[config.mk]
export PLATFORM = sky130hd
export DESIGN_NAME = rvd_shade
export DESIGN_NICKNAME = d
export VERILOG_FILES = /design/src/rvd_pkg.sv /design/src/rvd_shade.sv
export SDC_FILE = /design/constraint.sdc
export NUM_CORES = 2
export LEC_CHECK = 0
export BUFFER_PORTS_ARGS = -buffer_cell sky130_fd_sc_hd__buf_2
export CAP_MARGIN = 20
export CELL_PAD_IN_SITES_DETAIL_PLACEMENT = 1
export CELL_PAD_IN_SITES_GLOBAL_PLACEMENT = 1
export CORE_ASPECT_RATIO = 2
export CORE_MARGIN = 5
export CORE_UTILIZATION = 45
export DETAILED_ROUTE_END_ITERATION = 7
export PLACE_DENSITY_LB_ADDON = 0.1
export SYNTH_ARGS = -nofsm -noshare
export SYNTH_HDL_FRONTEND = slang
export SYNTH_SLANG_ARGS = --single-unit
[constraint.sdc]
create_clock -name i_clk -period 17.85 [get_ports i_clk]
set_clock_uncertainty 0.15 [all_clocks]
set_input_delay 0.8925 -clock i_clk [delete_from_list [all_inputs] [get_ports i_clk]]
set_output_delay 0.8925 -clock i_clk [all_outputs]
set_load 0.01 [all_outputs]
[src/rvd_pkg.sv]
// rvd_pkg: shared types and constants of the radial vignette / desaturate block
// used by every module under src but rvd_checker; depends on nothing
package rvd_pkg;

    localparam int CH_BITS   = 8;
    localparam int REG_BITS  = 13;
    localparam int Q_BITS    = 32;
    localparam int ROOT_BITS = 16;
    localparam int D_BITS    = 17;

    localparam logic [D_BITS-1:0] ONE_16      = 17'd65536;
    localparam logic [D_BITS-1:0] GAIN_MAX_16 = 17'd78643;
    // floor(n/3) == (n*683) >> 11 for n below 2048
    localparam logic [10:0]       DIV3_RECIP  = 11'd683;

    // how the distance is settled
    localparam logic [1:0] DC_CALC = 2'd0;
    localparam logic [1:0] DC_ZERO = 2'd1;
    localparam logic [1:0] DC_FULL = 2'd2;

    localparam int                  CFG_IDX_BITS = 4;
    localparam logic [CFG_IDX_BITS-1:0] CFG_WIDTH  = 4'd0;
    localparam logic [CFG_IDX_BITS-1:0] CFG_HEIGHT = 4'd1;

    typedef logic [1:0] t_dcode;

    typedef struct packed {
        logic [CH_BITS-1:0] blue;
        logic [CH_BITS-1:0] green;
        logic [CH_BITS-1:0] red;
    } t_rgb;

    typedef struct packed {
        logic   valid;
        t_dcode code;
    } t_ctl;

endpackage

[src/rvd_shade.sv]
// rvd_shade: desaturation blend and vignette gain over four stages
// depends on rvd_pkg
module rvd_shade (
    input  logic                          i_clk,
    input  logic                          i_rst_n,
    input  logic                          i_en,
    input  logic                          i_valid,
    input  logic [rvd_pkg::D_BITS-1:0]    i_dist,
    input  rvd_pkg::t_rgb                 i_rgb,
    output logic                          o_valid,
    output rvd_pkg::t_rgb                 o_rgb
);
    import rvd_pkg::*;

    localparam int PW = 27;

    logic [2:0][CH_BITS-1:0] n_chan;
    logic [D_BITS-1:0]       n_inv, n_gain;
    logic [D_BITS:0]         n_graw;
    logic [9:0]              n_sum;

    logic                    r_s1_valid, r_s2_valid, r_s3_valid, r_s4_valid;
    logic [2:0][PW-1:0]      r_s1_ma;
    logic [PW-1:0]           r_s1_mb;
    logic [D_BITS-1:0]       r_s1_gain, r_s2_gain, r_s3_gain;
    logic [2:0][9:0]         r_s2_hi;
    logic [2:0][CH_BITS-1:0] r_s3_v1;
    logic [2:0][CH_BITS-1:0] r_s4_out;

    always_comb begin
        n_chan = {i_rgb.blue, i_rgb.green, i_rgb.red};
        n_inv  = ONE_16 - i_dist;
        n_sum  = 10'(i_rgb.red) + 10'(i_rgb.green) + 10'(i_rgb.blue);
        n_graw = (D_BITS+1)'(GAIN_MAX_16) - (D_BITS+1)'(i_dist);
        n_gain = (n_graw > (D_BITS+1)'(ONE_16)) ? ONE_16 : n_graw[D_BITS-1:0];
    end

    always_ff @(posedge i_clk) begin
        if (!i_rst_n) begin
            r_s1_valid <= 1'b0;
            r_s2_valid <= 1'b0;
            r_s3_valid <= 1'b0;
            r_s4_valid <= 1'b0;
        end else if (i_en) begin
            r_s1_valid <= i_valid;
            r_s2_valid <= r_s1_valid;
            r_s3_valid <= r_s2_valid;
            r_s4_valid <= r_s3_valid;
        end
    end

    always_ff @(posedge i_clk) begin
        if (i_en) begin
            for (int c = 0; c < 3; c++) begin
                r_s1_ma[c]  <= PW'(n_inv) * (PW'(n_chan[c]) * PW'(3));
                // blend over 3*65536 = shift by 16, then divide by three
                r_s2_hi[c]  <= 10'((PW'(r_s1_ma[c]) + PW'(r_s1_mb)) >> 16);
                r_s3_v1[c]  <= CH_BITS'((20'(r_s2_hi[c]) * 20'(DIV3_RECIP)) >> 11);
                r_s4_out[c] <= CH_BITS'((25'(r_s3_v1[c]) * 25'(r_s3_gain)) >> 16);
            end
            r_s1_mb   <= PW'(i_dist) * PW'(n_sum);
            r_s1_gain <= n_gain;
            r_s2_gain <= r_s1_gain;
            r_s3_gain <= r_s2_gain;
        end
    end

    assign o_valid = r_s4_valid;
    assign o_rgb   = '{blue: r_s4_out[2], green: r_s4_out[1], red: r_s4_out[0]};

endmodule

==> results.sh <==
export IMPL_status="finished, final reports clean"
export IMPL_synth_seq_cells=237
export IMPL_grt_ovfl_total=0
export IMPL_wl_met3_microns=3240
export IMPL_die_w_microns=241
export IMPL_final_area_sq_mm=0.0508
export IMPL_dr_total_vias=34700
export IMPL_fmax_ghz=0.112
export IMPL_drt_met1_wl_microns=45200
export IMPL_drc=0
export IMPL_core_area_sq_mm=0.106
export IMPL_first_pass_iters=5
export IMPL_nets=6497
export IMPL_crit_buf_inv=6
export IMPL_grt_pass1_wl_microns=227000
export IMPL_dpl_worst_slack_ns=8.35
export IMPL_clkLatencyLatePin_ns=0.62
export IMPL_path_clk_slew_ns=0.07
export IMPL_slowest_delay_ns=0.74
export IMPL_antenna_found_initial=4
export IMPL_cts_tree="done"
export IMPL_ys_flop_type="edfxtp_1"
export IMPL_critical_path_top_delay_family="adder cells"
export IMPL_cap_viol_max_count=0
export IMPL_finalCritPeriodShare=0.499
export IMPL_cts_buffers=26
export IMPL_cts_sinks=237
export IMPL_hold_viol_final=0
export IMPL_layout_common_cells="inv_1, fa_1, ha_1"
export IMPL_worstPathArrival_ns=9.09
export IMPL_setup_slack_ns=8.95
export IMPL_hp_class="flip-flop to flip-flop"
export IMPL_finalSetupViolCount=0
export IMPL_fin_crit_ns=8.90
export IMPL_wl_microns=145000
export IMPL_cts_resized_gates=0
export IMPL_vias_per_cell=5.42
export IMPL_dr_first_iter_drc_count=1090
export IMPL_cts_buffer_depth=3
export IMPL_areaGrowthSynthToFinish_pct=6.28
export IMPL_worst_path_most_repeated_cell="fa_1"
export IMPL_tns_ns=0
export IMPL_first_global_vias=40900
export IMPL_gp_congestion=0.877
export IMPL_wl_met2_microns=85400
export IMPL_start_util=0.452
export IMPL_syn_area_per_cell_sq_um=9.54
export IMPL_synth_cell_types=71
export IMPL_slew_viol_final=0
export IMPL_port_buffers=69
export IMPL_critPathKind="input port to flip-flop"
export IMPL_yosysWarnings=0
export IMPL_end_kind="flip-flop"
export IMPL_ctsHoldBuffers=0
export IMPL_post_cts_repair_setup_buffers=0
export IMPL_drt_wirelength_per_cell_microns=22.6
export IMPL_async_flop_share=0
export IMPL_h_tree_depth=1
export IMPL_worstMarginPinSlew_ns=1.19
export IMPL_synth_edf_count=233
export IMPL_max_slew_margin=0.204
export IMPL_placed_cell_area_sq_mm=0.0500
export IMPL_slowest_stage="xnor2_2"
export IMPL_yosysSeqAreaShare=0.148
export IMPL_die_h_microns=471
export IMPL_fp_dieArea_sq_mm=0.113
export IMPL_whs_ns=0.270
export IMPL_track_usage=0.262
export IMPL_synth_nets=6502
export IMPL_dp_hpwl_microns=121000
export IMPL_final_common_cell="inv_1"
export IMPL_route_antenna_remaining_nets=0
export IMPL_rsz0062_at_grt="no"
export IMPL_io_pins=70
export IMPL_num_rows=169
export IMPL_grt_max_degree=134
export IMPL_synth_cells=5014
export IMPL_cts_root_buffer="clkbuf_16"
export IMPL_cp_required_ns=18.04
export IMPL_top_layer="met5"
export IMPL_drive_gt1_frac=0.0471
export IMPL_start_kind="input port"
export IMPL_syn_cell_area_sq_mm=0.0478
export IMPL_critPathMaxFanout=17
[logic make-up after synthesis]
kind of cell / after synthesis / share of synthesized area
flip-flops: 237 / 0.148
adder cells (fa/ha/maj): 1443 / 0.504
multiplexers: 6 / 0.00128
XOR/XNOR: 270 / 0.0499
AND/OR/NAND/NOR: 1448 / 0.143
AO/OA/AOI/OAI: 469 / 0.0639
buffers and inverters: 1141 / 0.0898
[per-stage QoR]
step                 util  std cells
global placement    0.472       6349
detailed placement  0.472       6349
CTS                 0.480       6397
global route        0.480       6398
finish              0.480       6399
floorplan               -       5014
[cells in the mapped netlist, drive strengths merged, types with 4 or more instances]
library cell	n	share of area
o311ai	4	0.00073
o21bai	26	0.0041
edfxtp	233	0.15
clkbuf	168	0.013
o41ai	5	0.0011
and3	17	0.0022
or3	6	0.0011
nand3	25	0.0027
or2	9	0.0012
o211ai	8	0.0013
a31oi	21	0.0027
a2111o	4	0.00094
nor2	310	0.024
nor2b	21	0.0027
a21oi	138	0.014
fa	807	0.34
a211oi	14	0.0022
nor3	34	0.0036
a2111oi	9	0.0016
xnor2	194	0.036
and2	319	0.042
xor2	76	0.014
dfxtp	4	0.0017
mux2i	5	0.0010
and4	6	0.0011
o31ai	6	0.00094
nand2b	65	0.0085
a221oi	5	0.00092
buf	10	0.0011
a41o	5	0.0010
inv	961	0.075
nand4	17	0.0022
ha	636	0.17
nand2	593	0.047
a21o	87	0.014
a21boi	7	0.0011
o21ai	78	0.0082
o21a	25	0.0039
nor4	13	0.0023
[worst paths after layout]
check	from	to	slack, ns	cells past startpoint
hold reg to reg	r_s2_gain[14]	r_s3_gain[14]	0.27	0
hold / removal	r_s2_gain[14]	r_s3_gain[14]	0.27	0
setup reg to reg	r_s3_v1[10]	o_rgb[15]	11.20	17
setup / recovery	i_rgb[1]	r_s1_mb[25]	8.95	31
[metal layers]
metal,global-route usage,vias to the layer above
met1,0.240,18100
met4,0.154,4
met5,0,-
li1,-,15600
met2,0.539,575
met3,0.0187,342
[registers in the layout, summed over array words and instances, names as in the netlist]
register and cells:
o_rgb 24, r_s3_gain 17, r_s1_ma 78, r_s2_valid 1, r_s2_hi 30, r_s3_valid 1
r_s1_valid 1, o_valid 1, r_s3_v1 24, r_s2_gain 17, r_s1_gain 17, r_s1_mb 26
[worst reg2reg max path: cells and delay by family (launching register included)]
kind / cells / cell delay [ns]
AO/OA/AOI/OAI: 7 / 2.62
adder cells (fa/ha/maj): 5 / 2.32
flip-flops: 1 / 0.70
AND/OR/NAND/NOR: 3 / 0.50
buffers and inverters: 2 / 0.11
[area by class of cell]
cell class	count	area (sq um)
antenna	2	5.00
clock buffer	31	691
sequential	237	7080
tap	1368	1710
inverter	963	3610
fill	12100	55100
clock inverter	17	154
timing repair buffer	145	938
multi-input combinational	3636	36700
Power is not shown: default switching activity piles up to over one toggle a cycle in this logic, so the estimate is an artifact.
