File: src/rvd_pkg.sv
// rvd_pkg: shared types and constants of the radial vignette / desaturate block
// used by every module under src but rvd_checker; depends on nothing
package rvd_pkg;

    localparam int CH_BITS   = 8;
    localparam int REG_BITS  = 13;
    localparam int Q_BITS    = 32;
    localparam int ROOT_BITS = 16;
    localparam int D_BITS    = 17;

    localparam logic [D_BITS-1:0] ONE_16      = 17'd65536;
    localparam logic [D_BITS-1:0] GAIN_MAX_16 = 17'd78643;
    // floor(n/3) == (n*683) >> 11 for n below 2048
    localparam logic [10:0]       DIV3_RECIP  = 11'd683;

    // how the distance is settled
    localparam logic [1:0] DC_CALC = 2'd0;
    localparam logic [1:0] DC_ZERO = 2'd1;
    localparam logic [1:0] DC_FULL = 2'd2;

    localparam int                  CFG_IDX_BITS = 4;
    localparam logic [CFG_IDX_BITS-1:0] CFG_WIDTH  = 4'd0;
    localparam logic [CFG_IDX_BITS-1:0] CFG_HEIGHT = 4'd1;

    typedef logic [1:0] t_dcode;

    typedef struct packed {
        logic [CH_BITS-1:0] blue;
        logic [CH_BITS-1:0] green;
        logic [CH_BITS-1:0] red;
    } t_rgb;

    typedef struct packed {
        logic   valid;
        t_dcode code;
    } t_ctl;

endpackage

File: src/rvd_isqrt.sv
// rvd_isqrt: digit-recurrence integer square root, one root bit a stage
// turns the quotient into the 1.16 distance; depends on rvd_pkg
module rvd_isqrt (
    input  logic                          i_clk,
    input  logic                          i_rst_n,
    input  logic                          i_en,
    input  rvd_pkg::t_ctl                 i_ctl,
    input  logic [rvd_pkg::Q_BITS-1:0]    i_quot,
    input  rvd_pkg::t_rgb                 i_rgb,
    output logic                          o_valid,
    output logic [rvd_pkg::D_BITS-1:0]    o_dist,
    output rvd_pkg::t_rgb                 o_rgb
);
    import rvd_pkg::*;

    localparam int TW = Q_BITS + 2;

    t_ctl                 r_sq_ctl  [ROOT_BITS];
    logic [Q_BITS-1:0]    r_sq_rem  [ROOT_BITS];
    logic [ROOT_BITS-1:0] r_sq_root [ROOT_BITS];
    t_rgb                 r_sq_rgb  [ROOT_BITS];

    for (genvar j = 0; j < ROOT_BITS; j++) begin : g_sq
        localparam int B = ROOT_BITS - 1 - j;
        t_ctl                 a_ctl;
        logic [Q_BITS-1:0]    a_rem;
        logic [ROOT_BITS-1:0] a_root;
        t_rgb                 a_rgb;
        logic [TW-1:0]        n_trial;
        logic                 n_fit;

        if (j == 0) begin : g_first
            assign a_ctl  = i_ctl;
            assign a_rem  = i_quot;
            assign a_root = '0;
            assign a_rgb  = i_rgb;
        end else begin : g_next
            assign a_ctl  = r_sq_ctl[j-1];
            assign a_rem  = r_sq_rem[j-1];
            assign a_root = r_sq_root[j-1];
            assign a_rgb  = r_sq_rgb[j-1];
        end

        // (root + 2^B)^2 - root^2 = root * 2^(B+1) + 2^(2B)
        assign n_trial = (TW'(a_root) << (B + 1)) + (TW'(1) << (2 * B));
        assign n_fit   = n_trial <= TW'(a_rem);

        always_ff @(posedge i_clk) begin
            if (!i_rst_n) begin
                r_sq_ctl[j] <= '0;
            end else if (i_en) begin
                r_sq_ctl[j] <= a_ctl;
            end
        end

        always_ff @(posedge i_clk) begin
            if (i_en) begin
                r_sq_rem[j]  <= n_fit ? Q_BITS'(TW'(a_rem) - n_trial) : a_rem;
                r_sq_root[j] <= n_fit ? (a_root | (ROOT_BITS'(1) << B)) : a_root;
                r_sq_rgb[j]  <= a_rgb;
            end
        end
    end

    always_comb begin
        case (r_sq_ctl[ROOT_BITS-1].code)
            DC_FULL: o_dist = ONE_16;
            DC_ZERO: o_dist = '0;
            default: o_dist = D_BITS'(r_sq_root[ROOT_BITS-1]);
        endcase
    end

    assign o_valid = r_sq_ctl[ROOT_BITS-1].valid;
    assign o_rgb   = r_sq_rgb[ROOT_BITS-1];

endmodule

File: config.mk
export PLATFORM = sky130hd
export DESIGN_NAME = rvd_isqrt
export DESIGN_NICKNAME = d
export VERILOG_FILES = /design/src/rvd_pkg.sv /design/src/rvd_isqrt.sv
export SDC_FILE = /design/constraint.sdc
export NUM_CORES = 1
export LEC_CHECK = 0
export BUFFER_PORTS_ARGS = -buffer_cell sky130_fd_sc_hd__buf_2
export CAP_MARGIN = 20
export CORE_ASPECT_RATIO = 1.5
export CORE_MARGIN = 4
export CORE_UTILIZATION = 55
export CTS_BUF_LIST = sky130_fd_sc_hd__clkbuf_2 sky130_fd_sc_hd__clkbuf_4 sky130_fd_sc_hd__clkbuf_8
export DETAILED_ROUTE_END_ITERATION = 10
export PLACE_DENSITY = 0.72
export SLEW_MARGIN = 10
export SYNTH_ARGS = -nofsm -noshare
export SYNTH_HDL_FRONTEND = slang
export SYNTH_SLANG_ARGS = --single-unit
File: constraint.sdc
create_clock -name i_clk -period 3.4 [get_ports i_clk]
set_clock_uncertainty 0.2 [all_clocks]
set_input_delay 0.17 -clock i_clk [delete_from_list [all_inputs] [get_ports i_clk]]
set_output_delay 0.17 -clock i_clk [all_outputs]
set_load 0.03 [all_outputs]
==> metrics, run 1 <==
hold_sp i_quot[30]; CP required 3.74 ns; crit path DAT approximately 3.6 ns; Std-Cell Rows approximately 120; Rel. slew slack 0.314; CTS tree done; die width 235 microns; Combinational Power Share 0.131; Switching Share 0.249; delay-heaviest family, CP buffers and inverters; worst-case vdd ir drop between 0.4 and 0.5 mV; worst path cell trace inv_1 > ha_1 > nand2b_1 > a211oi_1 > buf_4 > o31ai_1 > buf_4 > a311oi_1 > nand4b_1 > buf_4 > buf_6 > mux2_2; Clock Latency Late Sink around 0.80 ns; slowest CP cell edfxtp_1; Die Y around 350 microns; I/O pin cnt roughly 100; minimum clock period 3.30 ns; initial drt markers around 1,400; sequential share of the synthesized area 0.742; clock power share 0.318; clk slew on worst S/H paths approximately 0.07 ns; cell-internal power approximately 23 mW; Worst R2R End r_sq_rem[6][45]; count of nets after finishing about 3,400; Crit path top cell by count buf_4; total design power between 30 and 40 mW; TritonCTS Sinks 1,048; FILL cells roughly 5,300; worst slew pin tran between 1 and 1.5 ns; fraction of layout instances using a drive strength above 1 0.138; fin worst setup slack 0.100 ns; clock root buffer clkbuf_8; Top FF cell, synth edfxtp_1; syn avg cell area 15.5 sq um; post-route ant nets 0; dpl hpwl 47,800 microns; Bufs on Longest Clock Path 3; Period Utilization, post-route 0.971; Max-cap violations 0; Hold Violations, Final 0; Post-Syn Instances around 2,700; Crit Path Max Fanout 20; Hold Crit Depth 4; FFs w/ async S/R, synth 0; Reg2Reg Launch Point r_sq_rem[6][4]; Critical path buffers and inverters 5; vias between 20,000 and 25,000; Setup CP Type reg2reg; pin count of the biggest net entering global routing 139; via/cell ratio 5.46; area occupied by multi-input gates approximately 0.010 sq mm; initial core utilization 0.556; R2R depth 12; DP Area between 0.04 and 0.05 sq mm; Routed wire per std cell roughly 17 microns; CP Capture Type flip-flop; worst reg-to-reg setup slack roughly 0.10 ns; CP Launch Type flip-flop; Inserted Clock Buffers about 150; remaining global-route overflow 0; H-Tree Depth 4; Synthesis Warnings 0; Post-synth EDFFs 1,048; net switching power figure about 7.5 mW; vias in the first global route between 20,000 and 25,000; DR pass1 iterations 7; Total Wirelength 72,000 microns; RD Place Congestion 0.972; f_max around 300 MHz; Syn Nets between 2,000 and 3,000; port bufs approximately 100; Final Setup Violations 0; Hold WC Path Type in2reg; die area about 0.08 sq mm; synthesized flop and latch total around 1,000; power density over the cells roughly 600 mW/mm^2; post-route cell area roughly 0.049 sq mm; first-pass GRT wire length 116,000 microns; status finished, final reports clean; CORE AREA between 0.07 and 0.08 sq mm; final hold slack between 0.1 and 0.15 ns; Pleak 18.3 nW; Cell Area, Synth around 0.042 sq mm; Worst path max stage delay around 0.42 ns; Worst Hold End r_sq_rem[0][30]; Synth cell types 78; Flop pwr share 0.552; synthesis-to-finish area growth 15.1%; Register Area 0.0315 sq mm; initial antenna violation count 1; fin. max-slew vios 0; DRC 0; DP Worst Slack between 0.05 and 0.06 ns; All-Layer GR Usage 0.174
sequential cells by signal, indices dropped and copies added, names as in the netlist:
register   count
r_sq_ctl      48
r_sq_root    136
r_sq_rgb     384
r_sq_rem     480
timing repair:
action                     4_1_cts  5_1_grt
setup endpoints to repair        0       32
resized for setup                0        9
hold endpoints to repair       819        0
hold buffers                   124        0
buffers inserted                 0        2
cell type report:
| type | instances | share of cell area |
|---|---|---|
| Antenna cell | 2 | 0.000103 |
| Clock buffer | 190 | 0.0484 |
| Clock inverter | 74 | 0.0113 |
| Inverter | 179 | 0.0138 |
| Multi-Input combinational cell | 1471 | 0.207 |
| Sequential cell | 1048 | 0.645 |
| Tap cell | 1008 | 0.0258 |
| Timing Repair Buffer | 291 | 0.0487 |
power by group through the flow:
stage	combinational, mW	clock (mW)	sequential [mW]
6_report	3.92	9.53	16.6
5_1_grt	4.33	10.4	16.7
4_1_cts	3.86	9.80	16.5
3_5_place_dp	3.73	0	16.8
3_3_place_gp	3.55	0	16.7
2_1_floorplan	2.68	0	16.6
worst max path at each step:
| stage | start | to | cells after the start |
|---|---|---|---|
| after CTS | r_sq_rem[6][4] | r_sq_rem[6][59] | 12 |
| final | r_sq_rem[6][4] | r_sq_rem[6][45] | 12 |
| after detailed placement | r_sq_rem[6][9] | r_sq_rem[6][59] | 11 |
| after floorplan | r_sq_rem[5][10] | r_sq_rem[5][49] | 8 |
| after global routing | r_sq_rem[6][7] | r_sq_rem[6][49] | 13 |
| after global placement | r_sq_rem[2][22] | r_sq_rem[2][54] | 8 |
cells in the mapped netlist (all sizes together) (31+ instances only):
| library cell | n | area share |
|---|---|---|
| a21o | 35 | 0.0062 |
| a21oi | 123 | 0.015 |
| and3 | 54 | 0.0081 |
| clkbuf | 31 | 0.0027 |
| edfxtp | 1048 | 0.74 |
| ha | 151 | 0.045 |
| inv | 179 | 0.016 |
| nand2 | 119 | 0.011 |
| nand2b | 33 | 0.0049 |
| nand3 | 37 | 0.0044 |
| nand4 | 31 | 0.0046 |
| nor2 | 154 | 0.014 |
| nor3 | 76 | 0.0092 |
| nor4 | 74 | 0.011 |
| o21a | 41 | 0.0073 |
| o21ai | 102 | 0.012 |
| xnor2 | 111 | 0.023 |
| xor2 | 91 | 0.019 |
per-layer routing:
metal	track usage	routed length, microns	up-vias
met4	0.106	4320	0
met5	0	0	-
li1	-	-	11200
met2	0.348	41100	619
met3	0.0381	2590	278
met1	0.156	24000	11200
worst min-delay path: stages:
cell           delay [ns]
dlygate4sd3_1        0.53
buf_2                0.12
inv_1                0.07
xnor2_1              0.16
layout by cell type (no fill, tap or decap), drive strengths merged, types with 26 or more instances in the layout:
cell,count
inv,186
clkbuf,190
nand4,31
clkinv,60
dlygate4sd3,124
nor2,154
a21o,35
nor2b,26
a21oi,123
o21a,41
nand3,37
nand2b,33
o21ai,102
xnor2,111
and3,54
ha,151
nor4,74
xor2,91
edfxtp,1048
nor3,76
buf,167
nand2,119
cells by family after synthesis:
logic type / after synthesis / share of synthesized area
AND/OR/NAND/NOR: 707 / 0.0883
adder cells (fa/ha/maj): 151 / 0.0445
multiplexers: 24 / 0.00628
AO/OA/AOI/OAI: 387 / 0.0569
XOR/XNOR: 202 / 0.0417
buffers and inverters: 226 / 0.0207
flip-flops: 1048 / 0.742
through the flow:
step,setup TNS [ns],utilization,std cells
2_1_floorplan,0,-,2745
3_3_place_gp,0,0.584,3871
3_5_place_dp,0,0.584,3871
4_1_cts,0,0.639,4259
5_1_grt,-0.159,0.639,4262
6_report,0,0.640,4263
Note: power is estimated with default switching activity, not from simulation.
==> run 2, diff against run 1 <==
==> constraint.sdc (replaced) <==
create_clock -name i_clk -period 4.28 [get_ports i_clk]
set_clock_uncertainty 0.2 [all_clocks]
set_input_delay 0.214 -clock i_clk [delete_from_list [all_inputs] [get_ports i_clk]]
set_output_delay 0.214 -clock i_clk [all_outputs]
set_load 0.03 [all_outputs]
==> run 2 against run 1 <==
Effect of this change:
- critical path depth fell by 4
- flip-flop and latch count did not move
- via count fell by 1.3%
- cell count fell by 0.84%
- die area did not move
- combinational power fell by 22%
- maximum frequency fell by 12%
- clock-buffer cell count rose by 13
- sequential power fell by 20%
- cell area fell by 0.61%
- hold slack improved by 0.056 ns
- global-route usage rose by 0.095 points
- critical endpoint is now r_sq_rem[6][13]
- highest routed layer unchanged
==> metrics, run 2 (synthesized netlist as in run 1, its figures left out) <==
clk slew on worst S/H paths 0.06 ns (about the same); most frequent cells in the layout edfxtp_1, inv_1, nor2_1, clkbuf_8, ha_1; H-Tree Depth 4 (unchanged); remaining global-route overflow 0 (unchanged); Hold Buf Count CTS 122 (-1.6%); die area 0.0817 sq mm (unchanged); worst slew pin tran 1.03 ns (+0.00423 ns); max reg flops 480 (unchanged); Worst setup startpoint r_sq_rem[5][50]; initial drt markers 1,124 (-17%); CP Capture Type flip-flop; Final Setup Violations 0 (unchanged); Die Y 348 microns (unchanged); post-route ant nets 0 (unchanged); Top Registers r_sq_rem: 480 flops, r_sq_rgb: 384 flops, r_sq_root: 136 flops; Bufs on Longest Clock Path 3 (unchanged); port bufs 103 (unchanged); Post-CTS Resized 0 (unchanged); clock root buffer clkbuf_8; vias in the first global route 24,500 (-0.14%); M1 WL 23,600 microns (-1.4%); commonest non-fill, non-tap cell in the layout edfxtp_1; final cell count without fillers 4,227 (-0.84%); count of nets after finishing 3,314 (-1.1%); Top reg by flops r_sq_rem; hold_sp r_sq_rgb[1][67]; Rel. slew slack 0.315 (+0.00129); Combinational Power Share 0.127 (-0.004); Max-cap violations 0 (unchanged); total design power 23.9 mW (-20%); I/O pin cnt 104 (unchanged); Setup CP Type reg2reg; cell-internal power 18.0 mW (-20%); Reg2Reg Launch Point r_sq_rem[5][50]; Crit Path Max Fanout 17 (-15%); dpl hpwl 47,100 microns (-1.6%); DRC 0 (unchanged); RD Place Congestion 0.934 (-3.9%); Flop pwr share 0.550 (-0.002); TNS Setup 0 ns (unchanged); Met3 Wirelength 2730 microns (+5.6%); Std-Cell Rows 124 (unchanged); initial core utilization 0.556 (unchanged); CORE AREA 0.0763 sq mm (unchanged); CP Launch Type flip-flop; vias 23,000 (-1.3%); fraction of layout instances using a drive strength above 1 0.131 (-0.00627); FILL cells 5,405 (+2.1%); RSZ-0062 raised after global routing false; Inserted Clock Buffers 150 (+1.4%); All-Layer GR Usage 0.175 (+0.000947); first-pass GRT wire length 116,000 microns (+0.30%); Critical path buffers and inverters 1 (-4); clock power share 0.323 (+0.005); net switching power figure 5.97 mW (-20%); worst path cell trace ha_1 > nand4_1 > nor4_1 > nand3_1 > nand3_1 > a211o_1 > buf_4 > mux2_2; TritonCTS Sinks 1,048 (unchanged); Worst path max stage delay 0.69 ns (+0.27 ns); crit path DAT 4.09 ns (+0.45 ns); worst-case vdd ir drop 0.338 mV (-20%); Pleak 18.2 nW (-0.89%); Register Area 0.0315 sq mm (unchanged); Crit path top cell by count nand3_1; slowest CP cell nor4_1; power density over the cells 493 mW/mm^2 (-20%); via/cell ratio 5.44 (-0.47%); minimum clock period 3.75 ns (+0.453 ns); initial antenna violation count 1 (unchanged); Hold WC Path Type reg2reg; CP required 4.62 ns (+0.88 ns); delay-heaviest family, CP simple AND/OR/NAND/NOR gates; Switching Share 0.250 (+0.000838); die width 235 microns (unchanged); area occupied by multi-input gates 0.0101 sq mm (-0.32%); Period Utilization, post-route 0.877 (-0.0937); Routed wire per std cell 17.1 microns (+1.5%); fin. max-slew vios 0 (unchanged); DR pass1 iterations 5 (-2); CTS tree done; f_max 266 MHz (-12%); placed cells 3,834 (-0.96%); Hold Violations, Final 0 (unchanged); Met2 Wirelength 42,500 microns (+3.2%); pin count of the biggest net entering global routing 190 (+37%); DR top layer met4; status finished, final reports clean; synthesis-to-finish area growth 14.4%; Clock Latency Late Sink 0.80 ns (about the same); final core occ 0.636 (-0.00388); Total Wirelength 72,500 microns (+0.64%); setup bufs post-CTS 0 (unchanged)
run 2: worst paths after layout:
check,end,slack [ns],cells after the start
worst max-delay path,r_sq_rem[6][13],0.53,8
worst min-delay path,r_sq_rgb[1][91],0.21,0
worst min register to register,r_sq_rgb[1][91],0.21,0
worst max register to register,r_sq_rem[6][13],0.53,8
run 2: per-stage QoR:
stage | hold slack (ns) | setup WS, ns | instance area, sq um
2_1_floorplan | 0.113 | 1.38 | 42400
3_3_place_gp | 0.190 | 0.711 | 44300
3_5_place_dp | 0.192 | 0.642 | 44300
4_1_cts | 0.106 | 0.599 | 48500
5_1_grt | 0.191 | 0.270 | 48500
6_report | 0.205 | 0.527 | 48500
run 2: power groups by stage:
| stage | Sequential (mW) | Combinational (mW) | Clock, mW |
|---|---|---|---|
| 3_3_place_gp | 13.3 | 2.80 | 0 |
| 2_1_floorplan | 13.2 | 2.13 | 0 |
| 4_1_cts | 13.2 | 3.02 | 7.96 |
| 5_1_grt | 13.2 | 3.37 | 8.45 |
| 3_5_place_dp | 13.4 | 2.91 | 0 |
| 6_report | 13.2 | 3.04 | 7.73 |
run 2: routing by layer:
layer	up-vias	GRT usage
met2	533	0.360
met3	226	0.0401
met5	-	0
met4	0	0.0945
met1	11100	0.151
li1	11100	-
run 2: cell type report:
cell class | count | share of cell area
Antenna cell | 1 | 0.0000516
Clock buffer | 203 | 0.0510
Clock inverter | 66 | 0.0107
Inverter | 179 | 0.0138
Multi-Input combinational cell | 1471 | 0.208
Sequential cell | 1048 | 0.649
Tap cell | 1008 | 0.0260
Timing Repair Buffer | 251 | 0.0420
run 2: worst register-to-register path, delay by kind of cell, from the launching register on:
| kind | cells | cell delay, ns |
|---|---|---|
| AOI/OAI and AO/OA | 1 | 0.38 |
| adders and majority gates | 1 | 0.45 |
| buffers and inverters | 1 | 0.32 |
| DFF | 1 | 0.40 |
| muxes | 1 | 0.37 |
| and+or+nand+nor | 4 | 1.39 |
==> run 3, diff against run 2 <==
--- a/config.mk
+++ b/config.mk
@@ -12,7 +12,7 @@
 export CORE_UTILIZATION = 55
 export CTS_BUF_LIST = sky130_fd_sc_hd__clkbuf_2 sky130_fd_sc_hd__clkbuf_4 sky130_fd_sc_hd__clkbuf_8
 export DETAILED_ROUTE_END_ITERATION = 10
-export PLACE_DENSITY = 0.72
+export PLACE_DENSITY = 0.84
 export SLEW_MARGIN = 10
 export SYNTH_ARGS = -nofsm -noshare
 export SYNTH_HDL_FRONTEND = slang
==> constraint.sdc (replaced) <==
create_clock -name i_clk -period 4.65 [get_ports i_clk]
set_clock_uncertainty 0.2 [all_clocks]
set_input_delay 0.2325 -clock i_clk [delete_from_list [all_inputs] [get_ports i_clk]]
set_output_delay 0.2325 -clock i_clk [all_outputs]
set_load 0.03 [all_outputs]
==> run 3 against run 2 <==
Effect of this change:
- combinational power shrank 8.9%
- cell count fell by 0.71%
- non-clock buffer count decreased by 10
==> metrics, run 3 (synthesized netlist as in run 1, its figures left out) <==
Pleak 18.0 nW (-1.0%); initial drt markers 1,156 (+2.8%); remaining global-route overflow 0 (unchanged); first-pass GRT wire length 113,000 microns (-2.4%); worst slew pin tran 0.981 ns (-0.0461 ns); power density over the cells 449 mW/mm^2 (-9.0%); fraction of layout instances using a drive strength above 1 0.121 (-0.0101); net switching power figure 5.36 mW (-10%); synthesis-to-finish area growth 13.6%; final hold slack 0.209 ns (+0.00351 ns); I/O pin cnt 104 (unchanged); pin count of the biggest net entering global routing 181 (-4.7%); crit path DAT 3.87 ns (-0.22 ns); Hold WC Path Type reg2reg; worst-case vdd ir drop 0.360 mV (+6.5%); Max-cap violations 0 (unchanged); minimum clock period 3.58 ns (-0.173 ns); max reg flops 480 (unchanged); vias in the first global route 24,100 (-1.5%); CTS tree done; f_max 279 MHz (+4.8%); Top Registers r_sq_rem: 480 flops, r_sq_rgb: 384 flops, r_sq_root: 136 flops; post-route cell area 0.0482 sq mm (-0.68%); Die Y 348 microns (unchanged); Inserted Clock Buffers 146 (-2.7%); via/cell ratio 5.44 (about the same); initial core utilization 0.556 (unchanged); Routed wire per std cell 16.8 microns (-2.2%); Total Wirelength 70,300 microns (-2.9%); count of nets after finishing 3,300 (-0.42%); clk slew on worst S/H paths 0.06 ns (about the same); DP Area 0.0442 sq mm (-0.18%); RSZ-0062 raised after global routing false; clock power share 0.312 (-0.011); final cell count without fillers 4,197 (-0.71%); Post-CTS Resized 0 (unchanged); delay-heaviest family, CP compound AO/OA/AOI/OAI gates; post-route ant nets 0 (unchanged); Hold Violations, Final 0 (unchanged); Rel. slew slack 0.346 (+0.0308); vias 22,800 (-0.66%); commonest non-fill, non-tap cell in the layout edfxtp_1; fin worst setup slack 1.07 ns (+0.543 ns); Flop pwr share 0.560 (+0.010); cell-internal power 16.3 mW (-9.4%); TritonCTS Sinks 1,048 (unchanged); CP required 4.95 ns (+0.33 ns); status finished, final reports clean; Std-Cell Rows 124 (unchanged); initial antenna violation count 1 (unchanged); port bufs 103 (unchanged); dpl hpwl 45,200 microns (-3.8%); die width 235 microns (unchanged); slowest CP cell a211oi_1; H-Tree Depth 4 (unchanged); Combinational Power Share 0.128 (about the same); TNS Setup 0 ns (unchanged); Crit Path Max Fanout 19 (+2); worst path cell trace ha_1 > nor2b_1 > o31ai_1 > a211oi_1 > o21ai_0 > and4b_1 > a31o_2 > nor4_1 > xor2_1; CP Capture Type flip-flop; All-Layer GR Usage 0.171 (-0.00418); die area 0.0817 sq mm (unchanged); DP Worst Slack 1.13 ns (+0.488 ns); Switching Share 0.248 (-0.00172); Setup CP Type reg2reg; DRC 0 (unchanged); Final Setup Violations 0 (unchanged); CP Launch Type flip-flop; Worst path max stage delay 0.54 ns (-0.15 ns); Top reg by flops r_sq_rem; fin. max-slew vios 0 (unchanged); Bufs on Longest Clock Path 3 (unchanged); most frequent cells in the layout edfxtp_1, inv_1, nor2_1, ha_1, clkbuf_8; placed cells 3,825 (-0.23%); clock root buffer clkbuf_8; Clock Latency Late Sink 0.78 ns (-0.02 ns); RD Place Congestion 0.917 (-1.9%); Period Utilization, post-route 0.770 (-0.107); CORE AREA 0.0763 sq mm (unchanged); DR pass1 iterations 5 (unchanged); Critical path buffers and inverters 0 (-1)
## run 3: per-layer routing
layer,track usage,up-vias,wire length [microns]
li1,-,11100,-
met1,0.149,11000,22900
met2,0.348,531,40900
met3,0.0360,261,2580
met4,0.102,0,3940
met5,0,-,0
## run 3: what timing repair did
| item | 4_1_cts | 5_1_grt |
|---|---|---|
| hold buffers | 120 | 0 |
| setup buffers | 0 | 0 |
| hold endpoints to repair | 157 | 0 |
## run 3: cell type report
class | count | area [sq um]
diodes | 1 | 2.50
well taps | 1008 | 1260
clock inverters | 67 | 473
clock buffers | 182 | 2290
flip-flops and latches | 1048 | 31500
fillers | 5190 | 28100
inverters | 179 | 672
repair buffers | 241 | 1930
multi-input cells | 1471 | 10100
## run 3: path summary, 6_finish.rpt
check | from | to | slack [ns] | depth (start not counted)
setup reg to reg | r_sq_rem[6][36] | r_sq_rem[7][26] | 1.07 | 9
hold / removal | r_sq_rgb[0][117] | r_sq_rgb[0][141] | 0.21 | 0
setup / recovery | r_sq_rem[6][36] | r_sq_rem[7][26] | 1.07 | 9
hold reg to reg | r_sq_rgb[0][117] | r_sq_rgb[0][141] | 0.21 | 0
## run 3: power groups by stage
| stage | clock network, mW | registers (mW) | logic [mW] |
|---|---|---|---|
| global route | 7.42 | 12.2 | 3.07 |
| floorplan | 0 | 12.1 | 1.96 |
| CTS | 6.95 | 12.1 | 2.75 |
| global placement | 0 | 12.2 | 2.56 |
| finish | 6.74 | 12.1 | 2.77 |
| detailed placement | 0 | 12.3 | 2.66 |
## run 3: through the flow
step	utilization	total power, mW
after floorplan	-	14.1
after global placement	0.579	14.8
after detailed placement	0.579	15.0
after CTS	0.631	21.8
after global routing	0.631	22.7
final	0.631	21.6
